[src/rtl/skt_pkg.sv]
`timescale 1ns / 1ps
// ----------------------------------------------------------------------------
// Sorted key table package
// Field widths, operation and status codes, and the result record that the
// sequencer hands to the output stage.
// ----------------------------------------------------------------------------
package skt_pkg;

    localparam int INDEX_W  = 6;
    localparam int STATUS_W = 3;
    localparam int COUNT_W  = 7;
    localparam int RESULT_W = INDEX_W + STATUS_W + COUNT_W;

    localparam logic FUNC_INSERT = 1'b0;
    localparam logic FUNC_FIND   = 1'b1;

    localparam logic [STATUS_W-1:0] ST_OK    = 3'd0;
    localparam logic [STATUS_W-1:0] ST_BELOW = 3'd1;
    localparam logic [STATUS_W-1:0] ST_ABOVE = 3'd2;
    localparam logic [STATUS_W-1:0] ST_FULL  = 3'd3;
    localparam logic [STATUS_W-1:0] ST_EMPTY = 3'd4;

    typedef struct packed {
        logic [COUNT_W-1:0]  count;
        logic [STATUS_W-1:0] status;
        logic [INDEX_W-1:0]  index;
    } skt_result_t;

endpackage

[src/rtl/skt_mem.sv]
`timescale 1ns / 1ps
// ----------------------------------------------------------------------------
// Sorted key table storage
// Synchronous key memory with one write port and one registered read port.
// ----------------------------------------------------------------------------
module skt_mem #(
    parameter int DEPTH = 64,
    parameter int WIDTH = 32
) (
    input  logic                     clk,
    input  logic                     rd_en,
    input  logic [$clog2(DEPTH)-1:0] rd_addr,
    output logic [WIDTH-1:0]         rd_data,
    input  logic                     wr_en,
    input  logic [$clog2(DEPTH)-1:0] wr_addr,
    input  logic [WIDTH-1:0]         wr_data
);

    logic [WIDTH-1:0] mem [DEPTH];
    logic [WIDTH-1:0] rd_data_reg;

    always_ff @(posedge clk)
    begin
        if (wr_en)
        begin
            mem[wr_addr] <= wr_data;
        end
    end

    always_ff @(posedge clk)
    begin
        if (rd_en)
        begin
            rd_data_reg <= mem[rd_addr];
        end
    end

    assign rd_data = rd_data_reg;

endmodule

[src/rtl/skt_ctrl.sv]
`timescale 1ns / 1ps
// ----------------------------------------------------------------------------
// Sorted key table sequencer
// Runs the binary search over the key memory, the upward shift for an insert
// and the status decision, and keeps the key count.
// ----------------------------------------------------------------------------
module skt_ctrl
    import skt_pkg::*;
#(
    parameter int DEPTH = 64,
    parameter int KW    = 32
) (
    input  logic                     clk,
    input  logic                     rst_n,
    input  logic                     in_valid,
    output logic                     in_ready,
    input  logic                     in_func,
    input  logic [KW-1:0]            in_key,
    output logic                     rd_en,
    output logic [$clog2(DEPTH)-1:0] rd_addr,
    input  logic [KW-1:0]            rd_data,
    output logic                     wr_en,
    output logic [$clog2(DEPTH)-1:0] wr_addr,
    output logic [KW-1:0]            wr_data,
    output logic                     res_valid,
    input  logic                     res_ready,
    output skt_result_t              res
);

    localparam int AW = $clog2(DEPTH);
    localparam int CW = $clog2(DEPTH + 1);

    localparam logic [2:0] S_IDLE   = 3'd0;
    localparam logic [2:0] S_PROBE  = 3'd1;
    localparam logic [2:0] S_SH_RD  = 3'd2;
    localparam logic [2:0] S_SH_WR  = 3'd3;
    localparam logic [2:0] S_INS_WR = 3'd4;
    localparam logic [2:0] S_DONE   = 3'd5;

    localparam logic [KW-1:0] SIGN_BIT = {1'b1, {(KW-1){1'b0}}};

    logic [2:0]    state_reg, state_next;
    logic          func_reg, func_next;
    logic [KW-1:0] key_reg, key_next;
    logic [CW-1:0] lo_reg, lo_next;
    logic [CW-1:0] hi_reg, hi_next;
    logic [AW-1:0] mid_reg, mid_next;
    logic          eq_reg, eq_next;
    logic [CW-1:0] ptr_reg, ptr_next;
    logic [CW-1:0] count_reg, count_next;
    skt_result_t   res_reg, res_next;

    logic          le;
    logic [CW-1:0] lo_p, hi_p, last_idx, ptr_dec;
    logic          eq_p;

    // Midpoint of the open range [lo, hi); always below the key count.
    function automatic logic [AW-1:0] midpoint(input logic [CW-1:0] lo,
                                               input logic [CW-1:0] hi);
        logic [CW-1:0] s;
        s = lo + ((hi - lo) >> 1);
        return s[AW-1:0];
    endfunction

    always_comb
    begin
        state_next = state_reg;
        func_next  = func_reg;
        key_next   = key_reg;
        lo_next    = lo_reg;
        hi_next    = hi_reg;
        mid_next   = mid_reg;
        eq_next    = eq_reg;
        ptr_next   = ptr_reg;
        count_next = count_reg;
        res_next   = res_reg;
        rd_en      = 1'b0;
        rd_addr    = mid_reg;
        wr_en      = 1'b0;
        wr_addr    = AW'(lo_reg);
        wr_data    = key_reg;

        // One probe per cycle: the memory output holds the key at mid_reg.
        le       = (rd_data <= key_reg);
        last_idx = count_reg - CW'(1);
        lo_p     = le ? (CW'(mid_reg) + CW'(1)) : lo_reg;
        hi_p     = le ? hi_reg : CW'(mid_reg);
        eq_p     = (le && (CW'(mid_reg) == last_idx)) ? (rd_data == key_reg) : eq_reg;
        ptr_dec  = ptr_reg - CW'(1);

        case (state_reg)
            S_IDLE:
            begin
                if (in_valid)
                begin
                    func_next = in_func;
                    // Inverting the sign bit makes unsigned order match signed order.
                    key_next  = in_key ^ SIGN_BIT;
                    lo_next   = '0;
                    hi_next   = count_reg;
                    eq_next   = 1'b0;
                    ptr_next  = count_reg;
                    if (in_func == FUNC_FIND && count_reg == '0)
                    begin
                        res_next   = '{count: COUNT_W'(count_reg), status: ST_EMPTY,
                                       index: '0};
                        state_next = S_DONE;
                    end
                    else if (in_func == FUNC_INSERT && count_reg == CW'(DEPTH))
                    begin
                        res_next   = '{count: COUNT_W'(count_reg), status: ST_FULL,
                                       index: '0};
                        state_next = S_DONE;
                    end
                    else if (count_reg == '0)
                    begin
                        state_next = S_INS_WR;
                    end
                    else
                    begin
                        rd_en      = 1'b1;
                        rd_addr    = midpoint('0, count_reg);
                        mid_next   = midpoint('0, count_reg);
                        state_next = S_PROBE;
                    end
                end
            end

            S_PROBE:
            begin
                lo_next = lo_p;
                hi_next = hi_p;
                eq_next = eq_p;
                if (lo_p < hi_p)
                begin
                    rd_en    = 1'b1;
                    rd_addr  = midpoint(lo_p, hi_p);
                    mid_next = midpoint(lo_p, hi_p);
                end
                else if (func_reg == FUNC_INSERT)
                begin
                    // lo_p is the insert position; move larger keys up first.
                    state_next = (ptr_reg == lo_p) ? S_INS_WR : S_SH_RD;
                end
                else
                begin
                    if (lo_p == '0)
                    begin
                        res_next = '{count: COUNT_W'(count_reg), status: ST_BELOW,
                                     index: '0};
                    end
                    else if (lo_p == count_reg && !eq_p)
                    begin
                        res_next = '{count: COUNT_W'(count_reg), status: ST_ABOVE,
                                     index: '0};
                    end
                    else
                    begin
                        res_next = '{count: COUNT_W'(count_reg), status: ST_OK,
                                     index: INDEX_W'(lo_p - CW'(1))};
                    end
                    state_next = S_DONE;
                end
            end

            S_SH_RD:
            begin
                rd_en      = 1'b1;
                rd_addr    = AW'(ptr_dec);
                state_next = S_SH_WR;
            end

            S_SH_WR:
            begin
                wr_en      = 1'b1;
                wr_addr    = AW'(ptr_reg);
                wr_data    = rd_data;
                ptr_next   = ptr_dec;
                state_next = (ptr_dec > lo_reg) ? S_SH_RD : S_INS_WR;
            end

            S_INS_WR:
            begin
                wr_en      = 1'b1;
                wr_addr    = AW'(lo_reg);
                wr_data    = key_reg;
                count_next = count_reg + CW'(1);
                res_next   = '{count: COUNT_W'(count_reg + CW'(1)), status: ST_OK,
                               index: INDEX_W'(lo_reg)};
                state_next = S_DONE;
            end

            S_DONE:
            begin
                if (res_ready)
                begin
                    state_next = S_IDLE;
                end
            end

            default:
            begin
                state_next = S_IDLE;
            end
        endcase
    end

    always_ff @(posedge clk or negedge rst_n)
    begin
        if (!rst_n)
        begin
            state_reg <= S_IDLE;
            count_reg <= '0;
        end
        else
        begin
            state_reg <= state_next;
            count_reg <= count_next;
        end
    end

    always_ff @(posedge clk)
    begin
        func_reg <= func_next;
        key_reg  <= key_next;
        lo_reg   <= lo_next;
        hi_reg   <= hi_next;
        mid_reg  <= mid_next;
        eq_reg   <= eq_next;
        ptr_reg  <= ptr_next;
        res_reg  <= res_next;
    end

    assign in_ready  = (state_reg == S_IDLE);
    assign res_valid = (state_reg == S_DONE);
    assign res       = res_reg;

endmodule

[src/rtl/sorted_key_table_floor_search_top.sv]
`timescale 1ns / 1ps
// ----------------------------------------------------------------------------
// Sorted key table with floor search
// Keeps signed keys in ascending order and answers floor-index queries.
// ----------------------------------------------------------------------------
// The block stores up to TABLE_DEPTH signed keys of KEY_WIDTH bits (Q16.16 at
// the default width) in ascending order in one synchronous memory. An insert
// (func 0) places the key after all stored keys that are less than or equal to
// it and returns that position; a find (func 1) returns the highest index whose
// key is less than or equal to the search key, or a status of below range,
// above range or empty table with index 0. An insert into a full table is
// dropped and reports table full. Every transfer yields exactly one result.
// Items are handled one at a time. A find starts the first read when taken,
// runs its binary-search probes (ceil(log2(count+1)), at most seven for a
// 64-entry table) and hands over the result; the probe loop is bound by the
// registered read of the key memory. An insert searches the same way, moves
// each stored key that must go up one place with a read and a write step,
// and ends with the write of the new key. A finished result waits in an
// output register, so the next input transfer is taken while it is pending.
// No clearing pass follows reset; only the key count and state are reset.
// ----------------------------------------------------------------------------
module sorted_key_table_floor_search_top
    import skt_pkg::*;
#(
    parameter int TABLE_DEPTH = 64,
    parameter int KEY_WIDTH   = 32
) (
    input  logic                                   clk,
    input  logic                                   rst_n,
    input  logic                                   s_axis_tvalid,
    output logic                                   s_axis_tready,
    // Fields from bit 0 up: func (1), key (KEY_WIDTH), zero fill to bytes.
    input  logic [((KEY_WIDTH + 8) / 8) * 8 - 1:0] s_axis_tdata,
    output logic                                   m_axis_tvalid,
    input  logic                                   m_axis_tready,
    // Fields from bit 0 up: index (6), status (3), count (7).
    output logic [RESULT_W-1:0]                    m_axis_tdata
);

    localparam int AW = $clog2(TABLE_DEPTH);

    logic                 rd_en, wr_en;
    logic [AW-1:0]        rd_addr, wr_addr;
    logic [KEY_WIDTH-1:0] rd_data, wr_data;
    logic                 res_valid, res_ready;
    skt_result_t          res;

    logic                 out_valid_reg, out_valid_next;
    skt_result_t          out_data_reg;

    skt_mem #(
        .DEPTH (TABLE_DEPTH),
        .WIDTH (KEY_WIDTH)
    ) u_mem (
        .clk     (clk),
        .rd_en   (rd_en),
        .rd_addr (rd_addr),
        .rd_data (rd_data),
        .wr_en   (wr_en),
        .wr_addr (wr_addr),
        .wr_data (wr_data)
    );

    skt_ctrl #(
        .DEPTH (TABLE_DEPTH),
        .KW    (KEY_WIDTH)
    ) u_ctrl (
        .clk       (clk),
        .rst_n     (rst_n),
        .in_valid  (s_axis_tvalid),
        .in_ready  (s_axis_tready),
        .in_func   (s_axis_tdata[0]),
        .in_key    (s_axis_tdata[KEY_WIDTH:1]),
        .rd_en     (rd_en),
        .rd_addr   (rd_addr),
        .rd_data   (rd_data),
        .wr_en     (wr_en),
        .wr_addr   (wr_addr),
        .wr_data   (wr_data),
        .res_valid (res_valid),
        .res_ready (res_ready),
        .res       (res)
    );

    // The output register takes a new result when it is empty or being drained.
    assign res_ready = !out_valid_reg || m_axis_tready;

    always_comb
    begin
        out_valid_next = out_valid_reg;
        if (res_valid && res_ready)
        begin
            out_valid_next = 1'b1;
        end
        else if (m_axis_tready)
        begin
            out_valid_next = 1'b0;
        end
    end

    always_ff @(posedge clk or negedge rst_n)
    begin
        if (!rst_n)
        begin
            out_valid_reg <= 1'b0;
        end
        else
        begin
            out_valid_reg <= out_valid_next;
        end
    end

    always_ff @(posedge clk)
    begin
        if (res_valid && res_ready)
        begin
            out_data_reg <= res;
        end
    end

    assign m_axis_tvalid = out_valid_reg;
    assign m_axis_tdata  = out_data_reg;

endmodule

[config.mk]
export PLATFORM = sky130hd
export DESIGN_NAME = sorted_key_table_floor_search_top
export DESIGN_NICKNAME = d
export VERILOG_FILES = /design/src/rtl/skt_pkg.sv /design/src/rtl/skt_mem.sv /design/src/rtl/skt_ctrl.sv /design/src/rtl/sorted_key_table_floor_search_top.sv
export SDC_FILE = /design/constraint.sdc
export NUM_CORES = 2
export LEC_CHECK = 0
export CAP_MARGIN = 20
export CORE_MARGIN = 1.5
export CORE_UTILIZATION = 45
export CTS_CLUSTER_DIAMETER = 150
export CTS_CLUSTER_SIZE = 8
export DETAILED_ROUTE_END_ITERATION = 8
export DONT_BUFFER_PORTS = 1
export PLACE_DENSITY = 0.6
export SLEW_MARGIN = 20
export SYNTH_ARGS = -nofsm -noshare
export SYNTH_HDL_FRONTEND = slang
export SYNTH_SLANG_ARGS = --single-unit
[constraint.sdc]
create_clock -name clk -period 8.9 [get_ports clk]
set_input_delay 1.335 -clock clk [delete_from_list [all_inputs] [get_ports clk]]
set_output_delay 1.335 -clock clk [all_outputs]
set_load 0.005 [all_outputs]
# Word level (Yosys, flattened, before mapping)
# Memory sizes are Yosys's and may differ from the RTL's. A register that Yosys moved wholly into a read port is not among the register bits.
# Cells that the tools add are included.
dict set report totals {
  regBits 104
  latchBits 0
  ram_bits 2048
  rom_bits 0
  in_bits 44
  output_inout_bits 18
  wordCells 113
  memories 1
}
# name words width read_ports rd_clocked_by_memory_dff wr line_no
set memory_table {}
lappend memory_table {u_mem.mem 64 32 1 1 1 skt_mem.sv:19} ;# logic [WIDTH-1:0] mem [DEPTH];
dict set report classes {
  n_addsub 7
  n_mul 0
  div_mod_pow 0
  magnitude_cmp 3
  n_eq_ne 15
  shifts 0
  n_mux 48
  bitwise_logic 2
  n_reduce_logical 21
}
# operator n
set op_table {}
lappend op_table {{16-bit 2-to-1 mux} 5}
lappend op_table {{16-bit one-hot mux with 3 select lines} 1}
lappend op_table {{7-bit one-hot mux with 2 select lines} 3}
lappend op_table {{6-bit 2-to-1 mux} 6}
lappend op_table {{32-bit equality test} 1}
lappend op_table {{32-bit less-or-equal comparator} 1}
lappend op_table {{32-bit 2-to-1 mux} 1}
lappend op_table {{7-bit 2-to-1 mux} 4}
lappend op_table {{3-bit 2-to-1 mux} 9}
lappend op_table {{3-bit one-hot mux with 6 select lines} 1}
lappend op_table {{6-bit one-hot mux with 3 select lines} 1}
lappend op_table {{8-bit 2-to-1 mux} 2}
lappend op_table {{7-bit equality test} 2}
lappend op_table {{7-bit logical NOT} 2}
lappend op_table {{7-bit by 1-bit subtractor with 7-bit output (second input constant)} 2}
lappend op_table {{1-bit 2-to-1 mux} 12}
lappend op_table {{6-bit one-hot mux with 2 select lines} 1}
lappend op_table {{6-bit by 1-bit adder with 7-bit output (second input constant)} 1}
lappend op_table {{7-bit by 1-bit adder with 7-bit output (second input constant)} 1}
lappend op_table {{6-bit by 7-bit equality test with 1-bit output} 1}
lappend op_table {{7-bit equality test (second input constant)} 1}
lappend op_table {{7-bit > comparator} 1}
lappend op_table {{7-bit < comparator} 1}
lappend op_table {{7-bit subtractor} 1}
lappend op_table {{21 further kinds} 35}

# Depth between registers and ports, before layout
dict set report logic_depth {
  ltp_word 11
  depth_mapped 30
}

# Cells and area by module
# A second synthesis with hierarchy kept.
dict set report hier_totals {
  cells_unflattened 4061
  area_unflattened_um2 86252.7
}
# module instances cells_each area_each_um2 seq_area_each_um2
set modules_own_cells {}
lappend modules_own_cells {skt_mem 1 3324 78835.6 62459.9}
lappend modules_own_cells {skt_ctrl 1 717 6882.9 2562.5}
lappend modules_own_cells {sorted_key_table_floor_search_top 1 20 534.3 505.5}

# Worst setup path before layout
# No wires, ideal clock.
dict set report synth_path {
  kind {register to register}
  startpoint {register u_mem.rd_data_reg[27], in the netlist u_mem.rd_data[27] (read register of u_mem.mem)}
  endpoint {register u_mem.rd_data_reg[11], in the netlist u_mem.rd_data[11] (read register of u_mem.mem) (data pin)}
  setup_ns 0.256
  arrival_time_ns 6.327
  t_required_ns 8.644
  slack_ns 2.317
  stages_incl_launch_ff 26
  period_less_slack_ns 6.583
  cell_sequence {edfxtp_1 ha_1 nand4_1 or4_1 nor4b_1 a21oi_1 nor2_1 buf_2 clkbuf_1 buf_1 a21oi_1 ha_1 fa_1 inv_1 ha_1 inv_1 fa_1 and3_1 o31ai_4 buf_2 buf_2 buf_1 mux4_2 a22oi_1 nand4_1 and4_1}
}
dict set report synth_between {
  elab_chain_cells 6
  word_cells_on_any_way 10
  cone_classes {add/sub (2); order compare (2); mux (6)}
}
# element line_no
set synth_rtl {}
lappend synth_rtl {{start, declared} skt_mem.sv:20} ;# logic [WIDTH-1:0] rd_data_reg;
lappend synth_rtl {{32-bit less-or-equal comparator (*)} skt_ctrl.sv:84} ;# le = (rd_data <= key_reg);
lappend synth_rtl {{7-bit 2-to-1 mux (on tied branches)} {skt_ctrl.sv:87, skt_ctrl.sv:86}}
lappend synth_rtl {{7-bit subtractor} skt_ctrl.sv:61} ;# s = lo + ((hi - lo) >> 1);
lappend synth_rtl {{6-bit adder} skt_ctrl.sv:61}
lappend synth_rtl {{6-bit 2-to-1 mux} -}
lappend synth_rtl {{6-bit one-hot mux with 3 select lines} skt_ctrl.sv:91} ;# case (state_reg)
# Mark *: on every way between the ends. The rest lies on a longest branch, timed or not.
# A chain may end at the register's enable or synchronous reset.

# Worst setup path after layout
dict set report layout_path {
  startpoint {register u_ctrl.key_reg[31]}
  endpoint {register u_mem.rd_data_reg[25], in the netlist u_mem.rd_data[25] (read register of u_mem.mem) (data pin)}
}
dict set report layout_between {
  elab_chain_cells 6
  word_cells_on_any_way 10
  cone_classes {add/sub (2); order compare (2); mux (6)}
}
# element line_no
set layout_rtl {}
lappend layout_rtl {{start, declared} skt_ctrl.sv:44} ;# logic [KW-1:0] key_reg, key_next;
lappend layout_rtl {{start signal, assigned} skt_ctrl.sv:225} ;# key_reg <= key_next;
lappend layout_rtl {{32-bit less-or-equal comparator (*)} skt_ctrl.sv:84}
lappend layout_rtl {{7-bit 2-to-1 mux (*)} skt_ctrl.sv:86} ;# lo_p = le ? (CW'(mid_reg) + CW'(1)) : lo_reg;
lappend layout_rtl {{via u_ctrl.lo_p[1]} skt_ctrl.sv:54} ;# logic [CW-1:0] lo_p, hi_p, last_idx, ptr_dec;
lappend layout_rtl {{7-bit subtractor} skt_ctrl.sv:61}
lappend layout_rtl {{6-bit adder} skt_ctrl.sv:61}
lappend layout_rtl {{6-bit 2-to-1 mux} -}
lappend layout_rtl {{6-bit one-hot mux with 3 select lines} skt_ctrl.sv:91}
# The timed path passes the listed nets; every way through them passes the cells marked *.

==> summary.md <==
The number of standard cells in the layout, taps in and fillers out is 8,126. The first global-routing pass estimated 359,800 um of wire. The tools report the remaining number of nets flagged by the antenna check after routing as 0. At the placement stage, the worst setup path has a slack of 0.8729 ns.

For this block, the via count after detailed routing is 51,473. In this run the biggest area consumer among cell types represents 74.43% of the synthesized area. Sorting the synthesized cells by how often they occur yields edfxtp_1, nand2_1, nand3_1, mux4_2, a31oi_1. The root buffer cell is clkbuf_16. Yosys mapped a number of flops with a built-in enable equal to 2,173. The logs give 0 for the hold buffer count at cts and 5 for the total number of H-tree levels. The tightest min-delay check is of the in2async type.

The tools report the starting density of the core as 45.43%. Setup repair after global routing left no endpoint under its margin. The critical setup path kind is reg2reg. For the number of cells produced by synthesis, the log shows 5,322. The area growth from synthesis to final layout works out to 14.64%.

The core region is 193,000 sq um. Among all cell types in the netlist, the one instantiated most often is edfxtp_1. The post-route netlist has 17.61% of its cells at a drive strength greater than 1. The net count of the finished layout is 5,674. The run finished with clean final reports. The clock edge transition at the registers on the reported setup and hold paths is 0.05 ns. For the final-layout fill cell count, the log shows 15,293.

Required time at the worst-slack endpoint: 9.55 ns. TritonCTS built the clock tree. The die area is 197,500 sq um, and the met2 track demand over resource in global routing is 39.66%.

The slew at the pin with the worst max-slew slack was 1.264 ns. After synthesis the netlist holds a flip-flop and latch count of 2,184. The post-placement cell area came out at 92,100 sq um. The most utilized layer in the global route result is met2.

The height of the die was 444.4 um. The share of synthesized registers carrying an async set or reset came out at 0.5037%. The setup skew after layout is 0.07034 ns, and the final non-filler cell area is 100,500 sq um.

The final count of hold timing violations was 0. After synthesis, flip-flops and latches occupy 74.74% of the total area. In this run the post-CTS setup repair buffer count came out at 0.

Subtracting the final worst setup slack from the clock period gives 8.109 ns. The number of max-slew violations in the final report came out at 0. For this run, global-route usage on met1 was measured as 35.00%. The most numerous cell type found on the critical path is a21oi_1. The initial antenna violation count is 23. On the worst path, the slowest cell contributes a delay of 0.72 ns.

The first routing iteration left 7,099 violations. The number of global-route vias before repair is 49,701, and the top-level I/O count is 62. The maximum fanout along the worst path works out to 17. The first TritonRoute pass finished after 6 iterations. For this run, the number of Yosys warnings is 0. The slowest cell on the critical path is and2_1.

The worst setup path is launched from a flop. The clock net in this run drives a total of 2,184 sinks. Floorplan die width: 444.4 um. The post-synthesis average cell area was 16.47 sq um.

The count of buffers added on input and output ports is 0. Sum of routed wire length over all layers: 253,700 um. Fmax: 123.3 MHz.

Setup violations remaining at the end of the flow were counted as 0. The run gives 0 as the aggregate global routing overflow. By area the synthesized netlist is led by edfxtp_1, mux4_2, nand3_1. The maximum number of pins on one net before global-route repair came out at 124.

The HPWL after detailed placement was 139,600 um. Counting every net in the synthesized netlist gives 5,426. Dividing the detail-routed via count by the number of cells gives 6.334. The worst path setup slack after routing is 0.7907 ns, and the count of distinct cell types in the synthesized netlist is 84.

In the final routed layout, each cell accounts on average for 31.22 um. After routing, the total negative slack on setup checks comes to 0 ns. After clock tree synthesis, the repair step resized 0 gates. Of the available clock period, the critical path in the final layout requires 91.12%.

The count of maximum capacitance violations came out at 0. Data arrives at the worst endpoint at 8.76 ns. After detailed routing, the number of remaining DRC violations is 0.

For met3 alone, demand over resource in global routing was 5.241%. The flip-flop count of the largest register after layout was 2,048. Among all flip-flop cells after synthesis, the most frequent one is edfxtp_1.

The congestion estimate from routability-driven global placement came to 0.8874. The total track usage is 25.46%. Cell type with the largest total area after synthesis: edfxtp_1. Summing every instance area after synthesis gives 87,670 sq um. In this run the tightest slew margin relative to its limit is 14.99%. The worst-case clock buffer depth was 4.

Kind of end point of the critical path: a flop. The total number of placement rows was 161; the total placed cells including tap cells was 7,772. The number of clock buffers added by TritonCTS is 322. The clock reaches the later pin of the worst-skew pair after 0.93 ns.
==> per-stage QoR <==
stage	hold slack, ns	utilization (%)
6_report	0.1094	52.08
5_1_grt	0.07195	52.07
4_1_cts	0.05436	52.07
3_5_place_dp	0.4074	47.72
3_3_place_gp	0.4044	47.72
2_1_floorplan	0.4003	-
==> cell type report <==
cell class                 count  area, sq um  area share, %
sequential                  2184        65530          65.20
antenna                        6        15.01        0.01494
timing repair buffer         270         2390          2.378
clock inverter                 3        33.78        0.03361
clock buffer                 345         8357          8.315
inverter                      66        247.7         0.2465
multi-input combinational   2726        20780          20.67
tap                         2526         3161          3.145
==> worst paths after layout <==
kind / startpoint / end / slack [ns] / cells past startpoint
max: u_ctrl.key_reg[31] / u_mem.rd_data[25] / 0.79 / 27
min: rst_n / u_ctrl.count_reg[1] / 0.11 / 0
max reg2reg: u_ctrl.key_reg[31] / u_mem.rd_data[25] / 0.79 / 27
min reg2reg: u_ctrl.res[1] / m_axis_tdata[1] / 0.42 / 0
max in group asynchronous: rst_n / u_ctrl.count_reg[4] / 8.71 / 0
min in group clk: u_ctrl.res[1] / m_axis_tdata[1] / 0.42 / 0
==> cells by family after synthesis <==
| group | count (synthesis) | share of synthesized area (%) |
|---|---|---|
| multiplexers | 301 | 7.313 |
| buffers and inverters | 412 | 2.604 |
| adder cells (fa/ha/maj) | 60 | 0.8734 |
| AO/OA/AOI/OAI | 590 | 4.694 |
| flip-flops | 2184 | 74.74 |
| AND/OR/NAND/NOR | 1723 | 9.223 |
| XOR/XNOR | 52 | 0.5509 |
==> cell usage in the layout, fill, tap and decap left out, drive strengths merged, types with 30 or more instances in the layout <==
master,count
a32oi,30
nor4,40
mux4,264
nor2,125
nand4,61
edfxtp,2173
a22o,43
inv,65
nand3,604
xnor2,31
a21oi,67
and3,107
nand2,700
a22oi,83
ha,58
a31oi,174
buf,270
o21ai,72
clkbuf,345
==> critical path, delay by kind of cell (launching register included) <==
family,cells,cell delay (ns)
mux,2,0.76
xor+xnor,1,0.19
flops,1,0.32
simple gates,9,3.33
compound gates,7,1.08
fa+ha+maj,3,1.13
buf+inv,5,0.99
==> routing by layer <==
metal | share of wire, % | vias up | wire length [um]
met5 | 0.047 | - | 118
met2 | 47 | 2912 | 118300
met3 | 10 | 581 | 25580
li1 | - | 21447 | -
met4 | 4.3 | 16 | 10910
met1 | 39 | 26517 | 98840
Power is left out: the tool's default activity adds up to more than one toggle a clock period on the data nets, which glitch-free logic cannot reach.
